## config.mk

```make
export PLATFORM = sky130hd
export DESIGN_NAME = analog_ladder_keypad_decoder
export DESIGN_NICKNAME = d
export VERILOG_FILES = /design/src/rtl/core/alkd_pkg.sv /design/src/rtl/core/alkd_fifo.sv /design/src/rtl/core/alkd_front.sv /design/src/rtl/core/alkd_div.sv /design/src/rtl/core/alkd_back.sv /design/src/rtl/core/analog_ladder_keypad_decoder.sv
export SDC_FILE = /design/constraint.sdc
export NUM_CORES = 1
export LEC_CHECK = 0
export ABC_AREA = 1
export ABC_CLOCK_PERIOD_IN_PS = 16800
export BUFFER_PORTS_ARGS = -buffer_cell sky130_fd_sc_hd__buf_2
export CAP_MARGIN = 20
export CELL_PAD_IN_SITES_DETAIL_PLACEMENT = 1
export CELL_PAD_IN_SITES_GLOBAL_PLACEMENT = 2
export CORE_UTILIZATION = 44
export CTS_CLUSTER_SIZE = 25
export DETAILED_ROUTE_END_ITERATION = 10
export GPL_TIMING_DRIVEN = 0
export PLACE_DENSITY = 0.91
export REMOVE_ABC_BUFFERS = 1
export SLEW_MARGIN = 20
export SYNTH_ARGS = -nofsm -noshare
export SYNTH_HDL_FRONTEND = slang
export SYNTH_SLANG_ARGS = --single-unit
```

## constraint.sdc

```tcl
create_clock -name clk_i -period 16.8 [get_ports clk_i]
set_input_delay 2.52 -clock clk_i [delete_from_list [all_inputs] [get_ports clk_i]]
set_output_delay 2.52 -clock clk_i [all_outputs]
set_load 0.005 [all_outputs]
```

## src/rtl/core/alkd_pkg.sv

```systemverilog
// Shared types, constants and key window tables of the keypad decoder.
package alkd_pkg;

  localparam int SAMPLE_BITS_DEF = 10;
  localparam int MAX_SAMPLES_DEF = 64;
  localparam int KEY_COUNT_DEF   = 16;
  localparam int QUEUE_DEPTH     = 2;
  localparam int WIN_ENTRIES     = 16;

  localparam logic [4:0] NO_KEY      = 5'd16;
  localparam logic [4:0] BLOCKED_KEY = 5'd17;

  localparam logic [6:0]  SPR_RESET      = 7'd8;
  localparam logic [7:0]  SPREAD_RESET   = 8'd26;
  localparam logic [15:0] DEBOUNCE_RESET = 16'd50;
  localparam logic [31:0] STANDBY_RESET  = 32'd30000;

  localparam logic [15:0] WIN_LOW [WIN_ENTRIES] = '{
    16'd0,   16'd180, 16'd323, 16'd408, 16'd466, 16'd527, 16'd575, 16'd612,
    16'd645, 16'd673, 16'd700, 16'd721, 16'd745, 16'd762, 16'd778, 16'd793
  };
  localparam logic [15:0] WIN_HIGH [WIN_ENTRIES] = '{
    16'd2,   16'd185, 16'd330, 16'd416, 16'd478, 16'd535, 16'd593, 16'd628,
    16'd670, 16'd696, 16'd720, 16'd740, 16'd761, 16'd777, 16'd792, 16'd804
  };

  typedef enum logic [1:0] {
    CFG_SAMPLES_PER_READ,
    CFG_SPREAD_LIMIT,
    CFG_DEBOUNCE,
    CFG_STANDBY
  } cfg_reg_e;

  typedef enum logic [2:0] {
    B_IDLE,
    B_MUL,
    B_CMP,
    B_DIV,
    B_MATCH,
    B_OUT
  } back_state_e;

  typedef struct packed {
    logic [7:0]  spread_limit;
    logic [15:0] debounce_ms;
    logic [31:0] standby_ms;
  } back_cfg_t;

endpackage

```

## src/rtl/core/alkd_fifo.sv

```systemverilog
// Short queue of burst and block-event records between front and back.
module alkd_fifo #(
  parameter int W = 8
) (
  input  logic         clk_i,
  input  logic         rst_ni,
  input  logic         wr_i,
  input  logic [W-1:0] wdata_i,
  output logic         full_o,
  input  logic         rd_i,
  output logic [W-1:0] rdata_o,
  output logic         empty_o
);

  localparam int DEPTH = alkd_pkg::QUEUE_DEPTH;
  localparam int AW    = (DEPTH > 1) ? $clog2(DEPTH) : 1;
  localparam int CNTW  = $clog2(DEPTH + 1);

  logic [W-1:0]    mem_q [DEPTH];
  logic [AW-1:0]   wptr_q, wptr_d, rptr_q, rptr_d;
  logic [CNTW-1:0] cnt_q, cnt_d;
  logic            do_wr, do_rd;

  assign full_o  = (cnt_q == CNTW'(DEPTH));
  assign empty_o = (cnt_q == '0);
  assign do_wr   = wr_i & ~full_o;
  assign do_rd   = rd_i & ~empty_o;
  assign rdata_o = mem_q[rptr_q];

  always_comb begin
    wptr_d = wptr_q;
    rptr_d = rptr_q;
    cnt_d  = cnt_q;
    if (do_wr) begin
      wptr_d = (wptr_q == AW'(DEPTH - 1)) ? '0 : wptr_q + 1'b1;
    end
    if (do_rd) begin
      rptr_d = (rptr_q == AW'(DEPTH - 1)) ? '0 : rptr_q + 1'b1;
    end
    if (do_wr && !do_rd) begin
      cnt_d = cnt_q + 1'b1;
    end else if (!do_wr && do_rd) begin
      cnt_d = cnt_q - 1'b1;
    end
  end

  always_ff @(posedge clk_i or negedge rst_ni) begin
    if (!rst_ni) begin
      wptr_q <= '0;
      rptr_q <= '0;
      cnt_q  <= '0;
    end else begin
      wptr_q <= wptr_d;
      rptr_q <= rptr_d;
      cnt_q  <= cnt_d;
    end
  end

  always_ff @(posedge clk_i) begin
    if (do_wr) begin
      mem_q[wptr_q] <= wdata_i;
    end
  end

endmodule

```

## src/rtl/core/alkd_front.sv

```systemverilog
// Front end: accept samples, track burst sum/min/max and emit burst and block-event records.
module alkd_front #(
  parameter int SAMPLE_BITS = alkd_pkg::SAMPLE_BITS_DEF,
  parameter int MAX_SAMPLES = alkd_pkg::MAX_SAMPLES_DEF,
  parameter int REC_W       = 64
) (
  input  logic                   clk_i,
  input  logic                   rst_ni,
  input  logic                   push_i,
  output logic                   full_o,
  input  logic                   func_i,
  input  logic [SAMPLE_BITS-1:0] sample_i,
  input  logic [31:0]            now_ms_i,
  input  logic [6:0]             samples_per_read_i,
  input  logic                   q_full_i,
  output logic                   q_push_o,
  output logic [REC_W-1:0]       q_data_o
);

  localparam int CW   = $clog2(MAX_SAMPLES + 1);
  localparam int SUMW = SAMPLE_BITS + CW;

  typedef struct packed {
    logic                   blk;
    logic [31:0]            now;
    logic [SUMW-1:0]        sum;
    logic [SAMPLE_BITS-1:0] min;
    logic [SAMPLE_BITS-1:0] max;
    logic [CW-1:0]          n;
  } rec_t;

  logic [SUMW-1:0]        sum_q, sum_d, sum_nx;
  logic [SAMPLE_BITS-1:0] min_q, min_d, min_nx;
  logic [SAMPLE_BITS-1:0] max_q, max_d, max_nx;
  logic [CW-1:0]          cnt_q, cnt_d, cnt_nx;
  logic [CW-1:0]          n;
  logic                   accept, burst_end;
  rec_t                   rec;

  assign full_o = q_full_i;
  assign accept = push_i & ~q_full_i;

  // Clamp the burst length into 1..MAX_SAMPLES.
  always_comb begin
    if (samples_per_read_i == '0) begin
      n = CW'(1);
    end else if (32'(samples_per_read_i) > 32'(MAX_SAMPLES)) begin
      n = CW'(MAX_SAMPLES);
    end else begin
      n = CW'(samples_per_read_i);
    end
  end

  assign min_nx    = (sample_i < min_q) ? sample_i : min_q;
  assign max_nx    = (sample_i > max_q) ? sample_i : max_q;
  assign sum_nx    = sum_q + SUMW'(sample_i);
  assign cnt_nx    = cnt_q + 1'b1;
  assign burst_end = (cnt_nx >= n);

  assign q_push_o = accept & (func_i | burst_end);

  always_comb begin
    rec.blk  = func_i;
    rec.now  = now_ms_i;
    rec.sum  = sum_nx;
    rec.min  = min_nx;
    rec.max  = max_nx;
    rec.n    = n;
    q_data_o = rec;
  end

  always_comb begin
    sum_d = sum_q;
    min_d = min_q;
    max_d = max_q;
    cnt_d = cnt_q;
    if (accept && !func_i) begin
      if (burst_end) begin
        sum_d = '0;
        min_d = '1;
        max_d = '0;
        cnt_d = '0;
      end else begin
        sum_d = sum_nx;
        min_d = min_nx;
        max_d = max_nx;
        cnt_d = cnt_nx;
      end
    end
  end

  always_ff @(posedge clk_i or negedge rst_ni) begin
    if (!rst_ni) begin
      sum_q <= '0;
      min_q <= '1;
      max_q <= '0;
      cnt_q <= '0;
    end else begin
      sum_q <= sum_d;
      min_q <= min_d;
      max_q <= max_d;
      cnt_q <= cnt_d;
    end
  end

endmodule

```

## src/rtl/core/alkd_div.sv

```systemverilog
// Restoring divider, one quotient bit per cycle.
module alkd_div #(
  parameter int W  = 16,
  parameter int DW = 7
) (
  input  logic          clk_i,
  input  logic          rst_ni,
  input  logic          start_i,
  input  logic [W-1:0]  dividend_i,
  input  logic [DW-1:0] divisor_i,
  output logic          done_o,
  output logic [W-1:0]  quotient_o
);

  localparam int CNTW = (W > 1) ? $clog2(W) : 1;

  logic            busy_q, done_q;
  logic [CNTW-1:0] cnt_q;
  logic [W-1:0]    quo_q;
  logic [DW-1:0]   rem_q, div_q;
  logic [DW:0]     rem_sh, trial;
  logic            take;

  assign rem_sh     = {rem_q, quo_q[W-1]};
  assign trial      = rem_sh - {1'b0, div_q};
  assign take       = ~trial[DW];
  assign done_o     = done_q;
  assign quotient_o = quo_q;

  always_ff @(posedge clk_i or negedge rst_ni) begin
    if (!rst_ni) begin
      busy_q <= 1'b0;
      done_q <= 1'b0;
      cnt_q  <= '0;
    end else if (start_i) begin
      busy_q <= 1'b1;
      done_q <= 1'b0;
      cnt_q  <= '0;
    end else if (busy_q) begin
      cnt_q <= cnt_q + 1'b1;
      if (cnt_q == CNTW'(W - 1)) begin
        busy_q <= 1'b0;
        done_q <= 1'b1;
      end
    end else begin
      done_q <= 1'b0;
    end
  end

  always_ff @(posedge clk_i) begin
    if (start_i) begin
      quo_q <= dividend_i;
      rem_q <= '0;
      div_q <= divisor_i;
    end else if (busy_q) begin
      quo_q <= {quo_q[W-2:0], take};
      rem_q <= take ? trial[DW-1:0] : rem_sh[DW-1:0];
    end
  end

endmodule

```

## src/rtl/core/alkd_back.sv

```systemverilog
// Back end: stability check, average, key match, debounce and standby.
module alkd_back #(
  parameter int SAMPLE_BITS = alkd_pkg::SAMPLE_BITS_DEF,
  parameter int MAX_SAMPLES = alkd_pkg::MAX_SAMPLES_DEF,
  parameter int KEY_COUNT   = alkd_pkg::KEY_COUNT_DEF,
  parameter int REC_W       = 64
) (
  input  logic                clk_i,
  input  logic                rst_ni,
  input  alkd_pkg::back_cfg_t cfg_i,
  input  logic                q_empty_i,
  input  logic [REC_W-1:0]    q_data_i,
  output logic                q_pop_o,
  output logic                empty_o,
  input  logic                pop_i,
  output logic [4:0]          key_o,
  output logic                standby_o
);

  localparam int CW   = $clog2(MAX_SAMPLES + 1);
  localparam int SUMW = SAMPLE_BITS + CW;
  localparam int BW   = SUMW + 8;

  typedef struct packed {
    logic                   blk;
    logic [31:0]            now;
    logic [SUMW-1:0]        sum;
    logic [SAMPLE_BITS-1:0] min;
    logic [SAMPLE_BITS-1:0] max;
    logic [CW-1:0]          n;
  } rec_t;

  alkd_pkg::back_state_e state_q, state_d;

  rec_t                   rec;
  logic [31:0]            now_q;
  logic [SUMW-1:0]        sum_q;
  logic [SAMPLE_BITS-1:0] min_q, max_q;
  logic [CW-1:0]          n_q;
  logic [SUMW-1:0]        spread_q;
  logic [BW-1:0]          bound_q;
  logic                   stable_q;
  logic [4:0]             held_q, key_q;
  logic [31:0]            last_q;
  logic                   standby_q;

  logic                   div_start, div_done;
  logic [SUMW-1:0]        avg;
  logic [4:0]             raw, raw_sel;
  logic                   found, key_edge, change;
  logic [31:0]            elapsed;

  assign rec = q_data_i;

  alkd_div #(
    .W  (SUMW),
    .DW (CW)
  ) u_div (
    .clk_i      (clk_i),
    .rst_ni     (rst_ni),
    .start_i    (div_start),
    .dividend_i (sum_q),
    .divisor_i  (n_q),
    .done_o     (div_done),
    .quotient_o (avg)
  );

  // First window that holds the average wins.
  always_comb begin
    raw   = alkd_pkg::NO_KEY;
    found = 1'b0;
    for (int i = 0; i < KEY_COUNT; i++) begin
      if (!found && (32'(avg) >= 32'(alkd_pkg::WIN_LOW[i])) &&
          (32'(avg) <= 32'(alkd_pkg::WIN_HIGH[i]))) begin
        raw   = 5'(i);
        found = 1'b1;
      end
    end
  end

  assign raw_sel  = stable_q ? raw : alkd_pkg::NO_KEY;
  assign key_edge = (held_q == alkd_pkg::NO_KEY) ? (raw_sel != alkd_pkg::NO_KEY)
                                                 : (raw_sel == alkd_pkg::NO_KEY);
  assign elapsed  = now_q - last_q;
  assign change   = key_edge && (elapsed > 32'(cfg_i.debounce_ms));

  always_comb begin
    state_d = state_q;
    unique case (state_q)
      alkd_pkg::B_IDLE: begin
        if (!q_empty_i && !rec.blk) begin
          state_d = alkd_pkg::B_MUL;
        end
      end
      alkd_pkg::B_MUL:   state_d = alkd_pkg::B_CMP;
      alkd_pkg::B_CMP:   state_d = alkd_pkg::B_DIV;
      alkd_pkg::B_DIV: begin
        if (div_done) begin
          state_d = alkd_pkg::B_MATCH;
        end
      end
      alkd_pkg::B_MATCH: state_d = alkd_pkg::B_OUT;
      alkd_pkg::B_OUT: begin
        if (pop_i) begin
          state_d = alkd_pkg::B_IDLE;
        end
      end
      default:           state_d = alkd_pkg::B_IDLE;
    endcase
  end

  always_comb begin
    q_pop_o   = (state_q == alkd_pkg::B_IDLE) && !q_empty_i;
    div_start = (state_q == alkd_pkg::B_CMP);
    empty_o   = (state_q != alkd_pkg::B_OUT);
  end

  assign key_o     = key_q;
  assign standby_o = standby_q;

  always_ff @(posedge clk_i or negedge rst_ni) begin
    if (!rst_ni) begin
      state_q <= alkd_pkg::B_IDLE;
      held_q  <= alkd_pkg::NO_KEY;
      last_q  <= '0;
    end else begin
      state_q <= state_d;
      if (state_q == alkd_pkg::B_IDLE && !q_empty_i && rec.blk) begin
        held_q <= alkd_pkg::BLOCKED_KEY;
      end else if (state_q == alkd_pkg::B_MATCH && change) begin
        held_q <= raw_sel;
        last_q <= now_q;
      end
    end
  end

  always_ff @(posedge clk_i) begin
    unique case (state_q)
      alkd_pkg::B_IDLE: begin
        now_q <= rec.now;
        sum_q <= rec.sum;
        min_q <= rec.min;
        max_q <= rec.max;
        n_q   <= rec.n;
      end
      alkd_pkg::B_MUL: begin
        spread_q <= SUMW'(max_q - min_q) * SUMW'(n_q);
        bound_q  <= BW'(cfg_i.spread_limit) * BW'(sum_q);
      end
      alkd_pkg::B_CMP: begin
        stable_q <= (sum_q == '0) || ({spread_q, 8'd0} < bound_q);
      end
      alkd_pkg::B_MATCH: begin
        key_q     <= change ? raw_sel : alkd_pkg::NO_KEY;
        standby_q <= change ? 1'b0 : (elapsed > cfg_i.standby_ms);
      end
      default: begin
      end
    endcase
  end

endmodule

```

## src/rtl/core/analog_ladder_keypad_decoder.sv

```systemverilog
// Top level of the resistor-ladder keypad decoder.
//
// Input queue side: present func_i/sample_i/now_ms_i with push; a transaction
// completes on a clock edge with push high and full low. func_i = 0 carries
// one ADC sample, func_i = 1 is a block wake-up event that yields no result.
// Result queue side: while empty is low, key_o/standby_o show the oldest
// result; it leaves on an edge with pop high. One result comes per burst.
// Configuration: cfg_we_i writes cfg_wdata_i into register cfg_idx_i
// (0 samples per read, 1 spread limit, 2 debounce, 3 standby); write only
// while the block is idle.
// Timing: the front end takes one sample per cycle while full is low; a
// burst-end transaction lands in a two-entry record queue. The back end
// takes one record at a time through multiply, compare, divide and match
// states before it shows the result; its bit-serial divider forms the
// average sum / N.
// When pop stays low the finished result holds, the back end stops, the
// record queue fills and full rises; samples inside a burst keep flowing
// until then. Reset clears the burst, sets no key held, restores the
// register defaults and empties both queues.
module analog_ladder_keypad_decoder #(
  parameter int SAMPLE_BITS = alkd_pkg::SAMPLE_BITS_DEF,
  parameter int MAX_SAMPLES = alkd_pkg::MAX_SAMPLES_DEF,
  parameter int KEY_COUNT   = alkd_pkg::KEY_COUNT_DEF
) (
  input  logic                   clk_i,
  input  logic                   rst_ni,
  // input queue
  input  logic                   push,
  output logic                   full,
  input  logic                   func_i,
  input  logic [SAMPLE_BITS-1:0] sample_i,
  input  logic [31:0]            now_ms_i,
  // result queue
  output logic                   empty,
  input  logic                   pop,
  output logic [4:0]             key_o,
  output logic                   standby_o,
  // configuration
  input  logic                   cfg_we_i,
  input  logic [1:0]             cfg_idx_i,
  input  logic [31:0]            cfg_wdata_i
);

  localparam int CW    = $clog2(MAX_SAMPLES + 1);
  localparam int SUMW  = SAMPLE_BITS + CW;
  localparam int REC_W = 1 + 32 + SUMW + 2 * SAMPLE_BITS + CW;

  logic [6:0]          spr_q;
  alkd_pkg::back_cfg_t bcfg_q;

  logic                q_push, q_full, q_pop, q_empty;
  logic [REC_W-1:0]    q_wdata, q_rdata;

  // Configuration registers; writes land immediately.
  always_ff @(posedge clk_i or negedge rst_ni) begin
    if (!rst_ni) begin
      spr_q               <= alkd_pkg::SPR_RESET;
      bcfg_q.spread_limit <= alkd_pkg::SPREAD_RESET;
      bcfg_q.debounce_ms  <= alkd_pkg::DEBOUNCE_RESET;
      bcfg_q.standby_ms   <= alkd_pkg::STANDBY_RESET;
    end else if (cfg_we_i) begin
      unique case (alkd_pkg::cfg_reg_e'(cfg_idx_i))
        alkd_pkg::CFG_SAMPLES_PER_READ: spr_q               <= cfg_wdata_i[6:0];
        alkd_pkg::CFG_SPREAD_LIMIT:     bcfg_q.spread_limit <= cfg_wdata_i[7:0];
        alkd_pkg::CFG_DEBOUNCE:         bcfg_q.debounce_ms  <= cfg_wdata_i[15:0];
        alkd_pkg::CFG_STANDBY:          bcfg_q.standby_ms   <= cfg_wdata_i;
      endcase
    end
  end

  // Front end: accumulate the burst, forward burst ends and block events.
  alkd_front #(
    .SAMPLE_BITS (SAMPLE_BITS),
    .MAX_SAMPLES (MAX_SAMPLES),
    .REC_W       (REC_W)
  ) u_front (
    .clk_i              (clk_i),
    .rst_ni             (rst_ni),
    .push_i             (push),
    .full_o             (full),
    .func_i             (func_i),
    .sample_i           (sample_i),
    .now_ms_i           (now_ms_i),
    .samples_per_read_i (spr_q),
    .q_full_i           (q_full),
    .q_push_o           (q_push),
    .q_data_o           (q_wdata)
  );

  // Record queue decouples sample intake from burst evaluation.
  alkd_fifo #(
    .W (REC_W)
  ) u_fifo (
    .clk_i   (clk_i),
    .rst_ni  (rst_ni),
    .wr_i    (q_push),
    .wdata_i (q_wdata),
    .full_o  (q_full),
    .rd_i    (q_pop),
    .rdata_o (q_rdata),
    .empty_o (q_empty)
  );

  // Back end: classify, debounce and hold the result until popped.
  alkd_back #(
    .SAMPLE_BITS (SAMPLE_BITS),
    .MAX_SAMPLES (MAX_SAMPLES),
    .KEY_COUNT   (KEY_COUNT),
    .REC_W       (REC_W)
  ) u_back (
    .clk_i     (clk_i),
    .rst_ni    (rst_ni),
    .cfg_i     (bcfg_q),
    .q_empty_i (q_empty),
    .q_data_i  (q_rdata),
    .q_pop_o   (q_pop),
    .empty_o   (empty),
    .pop_i     (pop),
    .key_o     (key_o),
    .standby_o (standby_o)
  );

endmodule

```

==> flow_metrics.tcl, run 1 <==
set metrics [dict create \
    status "completed" \
    crit_path_start "u_back.max_q[0]$_DFFE_PN_" \
    period_share 0.419 \
    gp_routability_congestion 0.877 \
    clk_latency_ns 0.61 \
    synth_area_leaders "edfxtp_1 30%, dfrtp_1 11%, nand2_1 11%, fa_1 9.8%, ha_1 9.1%" \
    cap_violations 0 \
    yosys_warnings 0 \
    setup_viol 0 \
    synthFlopType "edfxtp_1" \
    hold_violations 0 \
    nNetsFinal 3865 \
    grt_pass1_wl_mm 134 \
    initial_core_util 0.448 \
    grt_max_degree 90 \
    reg2reg_from "u_back.max_q[0]$_DFFE_PN_" \
    first_pass_iters 7 \
    wl_per_cell_um 18.9 \
    path_clk_slew_ns 0.06 \
    synth_top_area_frac 0.300 \
    finalWirelength_mm 81.9 \
    fp.dieH_um 265 \
    cp.required_ns 17.12 \
    core-area_um2 67800 \
    cts_hold_buf 0 \
    io_pins 90 \
    tightest_slew_ns 0.991 \
    clock_sinks 468 \
    cpPeakStageDelay_ns 0.71 \
    synth.distinct_cells 63 \
    grt_pass1_vias 25500 \
    cts.path.max_buffers 3 \
    antenna_found_initial 3 \
    slew_viol_final 0 \
    dp_hpwl_mm 62.3 \
    antennaDiodeCount 0 \
    reg2reg_depth 28 \
    syn_area_um2 30400 \
    min_from "u_back.u_div.rem_q[2]$_SDFFE_PP0P_" \
    drive_above_1_share 0.0868 \
    track_usage 0.239 \
    vias_per_cell 5.31 \
    syn_inst 3347 \
    syn_area_per_cell_um2 9.07 \
    async_flop_share 0.338 \
    cts_resized 0 \
    cpMostUsedCell "nand2_1" \
    ys_ff_latch 468 \
    synth_top_cells_by_count "869 x nand2_1, 570 x inv_1, 303 x edfxtp_1, 221 x ha_1, 197 x nor2_1" \
    timing.reg2reg.setup_slack_ns 9.76 \
    hold_path_end "u_back.u_div.rem_q[2]$_SDFFE_PP0P_" \
    rows 95 \
    rsz0062_at_grt "false" \
    n_fill_cell 7798 \
    max_freq_ghz 0.142 \
    fin_crit_ns 7.04 \
    overflow 0 \
    post_cts.repair.setup_buffers 0 \
    die_w_um 265 \
    h-tree-depth 2 \
    crit_path_top_delay_cell "fa_1" \
    start_kind "register" \
    root_buffer "clkbuf_16" \
    die-area_um2 70100 \
    path_class "register to register" \
    slew_headroom 0.336 \
    io_buffers 89 \
    syn2layout_area_growth_pct 10.8 \
    drc_errors 0 \
    cts_tree "yes" \
    hold_depth 2 \
    synth.most_common_cell "nand2_1" \
    vias 23000 \
    cp-end-kind "register" \
    holdCritPathClass "register to register" \
    synth_edf_count 303 \
    synth_seq_area_share 0.435 \
    cts_made_buffers 51 \
    arrival_ns 7.36 \
    crit_fanout 5 \
    yosysTopAreaCell "edfxtp_1" \
    r2r-end "u_back.spread_q[16]$_DFFE_PP_" \
    first_iter_violations 1092 \
    setup_tns_ns 0 \
    skew_ns 0.0286 \
    antenna_left 0 \
]
## cells in the final DEF (no fill, tap or decap), types with 6 or more instances in the layout
master     instances
a31oi_1            7
dfrtp_1          132
buf_4              7
nor2_4            10
a22o_1            12
buf_2             88
inv_2             14
nand2_1          869
xor2_1            66
clkbuf_16         51
dfstp_2           25
bufinv_16          6
nor4_1            14
fa_1             149
o211ai_1          13
a21oi_1          160
a211oi_1           9
buf_16             8
clkinv_1          10
a21o_1            10
clkbuf_1          13
nor3_1            21
dfxtp_1            7
nor2_1           192
nand2_2           27
nand4_1           28
ha_1             221
edfxtp_1         303
nand3_1           79
clkinv_2           9
nor2_2             8
xnor2_1           32
o21ai_0          160
buf_12             6
o22ai_1           25
inv_1            569
o21bai_1          14
## worst max path at each step
stage                                    endpoint  slack [ns]
global placement     u_front.cnt_q[5]$_DFFE_PN0P_        7.83
finish              u_back.spread_q[16]$_DFFE_PP_        9.76
detailed placement  u_back.spread_q[16]$_DFFE_PP_        9.94
CTS                 u_back.spread_q[16]$_DFFE_PP_        9.71
floorplan            u_fifo.mem_q[1][0]$_DFFE_PP_       10.16
global route        u_back.spread_q[16]$_DFFE_PP_        9.18
## kinds of logic after synthesis
kind of cell,Yosys count,share of synthesized area
AOI/OAI and AO/OA,448,0.0848
xor gates and xnor gates,98,0.0283
adders and majority gates,370,0.189
buffers and inverters,686,0.0876
DFF,468,0.435
and+or+nand+nor,1277,0.175
## flip-flops by register name, indices dropped and copies added, names as in the netlist, 7 cells and up
name,cells
u_back.n_q,7
u_front.max_q,10
u_back.u_div.rem_q,7
u_back.last_q,32
u_front.min_q,10
u_back.max_q,10
u_back.u_div.div_q,7
bcfg_q,56
u_fifo.mem_q,154
u_back.bound_q,25
u_back.min_q,10
u_back.now_q,32
u_front.cnt_q,7
u_front.sum_q,17
u_back.spread_q,17
spr_q,7
u_back.sum_q,17
u_back.u_div.quotient_o,17
## critical path, delay by kind of cell, from the launching register on
kind                     cells  cell delay, ns
AO/OA/AOI/OAI                6            1.42
XOR/XNOR                     1            0.18
adder cells (fa/ha/maj)      7            3.14
buffers and inverters        5            0.35
flip-flops                   1            0.36
AND/OR/NAND/NOR              9            1.29
## layout make-up
cell class | count | area [µm²] | share of cell area
inverter | 587 | 2210 | 0.0656
sequential | 468 | 13200 | 0.393
clock inverter | 30 | 347 | 0.0103
clock buffer | 66 | 1350 | 0.0402
timing repair buffer | 112 | 875 | 0.0260
multi-input combinational | 2193 | 14600 | 0.432
tap | 873 | 1090 | 0.0325
## routing by layer
metal | global-route usage | share of wire
met1 | 0.312 | 0.44
met4 | 0.0616 | 0.022
met5 | 0 | 0.00028
met2 | 0.423 | 0.50
met3 | 0.0259 | 0.030
## through the flow
step | setup WS (ns) | hold slack, ns | instance area (µm²) | std cells | util
CTS | 9.71 | 0.487 | 33600 | 4329 | 0.497
global route | 9.18 | 0.500 | 33600 | 4329 | 0.497
detailed placement | 9.94 | 0.470 | 31900 | 4233 | 0.472
finish | 9.76 | 0.486 | 33600 | 4329 | 0.497
global placement | 7.83 | 0.464 | 31400 | 4210 | 0.464
floorplan | 10.16 | 0.445 | 29900 | 3248 | -
Power of run 1 is left out: the tool's default activity adds up to more than one toggle a clock period on the data nets, which glitch-free logic cannot reach.
==> run 2: changes to the inputs <==
- ABC_CLOCK_PERIOD_IN_PS: 16800 -> 7000
- CORE_UTILIZATION: 44 -> 41
- PLACE_DENSITY: 0.91 -> 0.86
- clock period: 16.8 -> 7 ns (I/O delays scaled with it)
==> flow_metrics.tcl, run 2 (synthesis results as in run 1) <==
set metrics [dict create \
    status "completed" \
    layout_common_cells "869 x nand2_1, 569 x inv_1, 303 x edfxtp_1" \
    finalWorstSetupSlack_ns 0.478 \
    cpPeakStageDelay_ns 0.51 \
    overflow 0 \
    gp_routability_congestion 0.858 \
    grt_max_degree 89 \
    first_iter_violations 1006 \
    cp-end-kind "register" \
    finalWirelength_mm 81.4 \
    wl_per_cell_um 18.4 \
    rsz0062_at_grt "false" \
    path_class "register to register" \
    dp_hpwl_mm 62.7 \
    tightest_slew_ns 1.02 \
    h-tree-depth 2 \
    die-area_um2 75200 \
    final_area_um2 33700 \
    vias_per_cell 5.18 \
    final_util 0.461 \
    vias 22900 \
    clk_latency_ns 0.61 \
    antenna_found_initial 3 \
    final_common_cell "nand2_1" \
    path_clk_slew_ns 0.06 \
    cap_violations 0 \
    cts_hold_buf 0 \
    drive_above_1_share 0.0870 \
    cts_tree "yes" \
    hold_violations 0 \
    setup_viol 0 \
    antenna_left 0 \
    top_regs "u_fifo.mem_q x154, bcfg_q x56" \
    grt_pass1_vias 25100 \
    cts.path.max_buffers 3 \
    regMostFlops "u_fifo.mem_q" \
    layout.cells.non_filler 4420 \
    placed_cells 4320 \
    rows 99 \
    largest_reg_flops 154 \
    syn2layout_area_growth_pct 11.0 \
    dp_slack_ns 0.211 \
    die_w_um 274 \
    placed_area_um2 32100 \
    slew_viol_final 0 \
    clock_sinks 468 \
    skew_ns 0.0303 \
    fp.dieH_um 274 \
    first_pass_iters 4 \
    fin_crit_ns 6.52 \
    crit_path_top_delay_cell "fa_1" \
    holdCritPathClass "input port to asynchronous set/reset pin" \
    initial_core_util 0.416 \
    slew_headroom 0.318 \
    root_buffer "clkbuf_16" \
    nNetsFinal 3868 \
    cp.required_ns 7.32 \
    grt_pass1_wl_mm 133 \
    crit_fanout 6 \
    max_freq_ghz 0.153 \
    drc_errors 0 \
    io_pins 90 \
    start_kind "register" \
    cts_made_buffers 53 \
    track_usage 0.222 \
    core-area_um2 73100 \
    period_share 0.932 \
    io_buffers 89 \
    arrival_ns 6.85 \
]
-- run 2: cell types whose count changed in the layout (fill, tap and decap cells not counted), moves of 2 or more --
cell,delta
bufinv_16,-6
clkbuf_16,+2
clkinvlp_4,+3
inv_16,+2
clkbuf_8,+3
clkbuf_1,+4
clkinv_4,-2
-- run 2: critical path, delay by kind of cell (launching register included) --
| kind | cells | cell delay, ns |
|---|---|---|
| AO/OA/AOI/OAI | 7 | 1.07 |
| XOR/XNOR | 1 | 0.16 |
| adder cells (fa/ha/maj) | 6 | 2.73 |
| buffers and inverters | 3 | 0.37 |
| flip-flops | 1 | 0.37 |
| AND/OR/NAND/NOR | 14 | 1.52 |
-- run 2: layout make-up --
class	instances	area (µm²)
clock buffer	75	1460
sequential	468	13200
inverter	587	2210
clock inverter	24	160
fill	8488	39400
antenna	1	2.50
multi-input combinational	2193	14600
tap	959	1200
timing repair buffer	113	895
-- run 2: per-layer routing --
layer	GRT usage	vias up	share of wire	routed length [µm]
li1	-	10900	-	-
met1	0.289	11600	0.44	36200
met2	0.390	290	0.50	41000
met3	0.0262	112	0.030	2430
met4	0.0556	4	0.022	1780
met5	0	-	0.00033	27
-- run 2: what timing repair did --
| item | CTS | global route |
|---|---|---|
| resized for setup | 0 | 3 |
| buffers inserted | 0 | 0 |
| hold endpoints to repair | 0 | 0 |
| setup endpoints to repair | 0 | 3 |
-- run 2: through the flow --
step / setup TNS, ns / hold slack (ns)
after global routing: 0 / 0.467
final: 0 / 0.440
after CTS: 0 / 0.420
after floorplan: 0 / 0.445
after global placement: -198.13 / 0.464
after detailed placement: 0 / 0.467
-- run 2: final timing paths --
kind | from | endpoint | slack, ns | depth (start not counted)
worst min register to register | u_back.u_div.rem_q[3]$_SDFFE_PP0P_ | u_back.u_div.rem_q[3]$_SDFFE_PP0P_ | 0.48 | 2
worst max register to register | u_back.max_q[2]$_DFFE_PN_ | u_back.spread_q[15]$_DFFE_PP_ | 0.48 | 31
max in group asynchronous | rst_ni | u_front.max_q[8]$_DFFE_PN0P_ | 5.61 | 2
worst min-delay path | rst_ni | u_back.last_q[2]$_DFFE_PN0P_ | 0.44 | 1
worst max-delay path | u_back.max_q[2]$_DFFE_PN_ | u_back.spread_q[15]$_DFFE_PP_ | 0.48 | 31
min in group clk_i | u_back.u_div.rem_q[3]$_SDFFE_PP0P_ | u_back.u_div.rem_q[3]$_SDFFE_PP0P_ | 0.48 | 2
Power of run 2 is left out for the same reason.
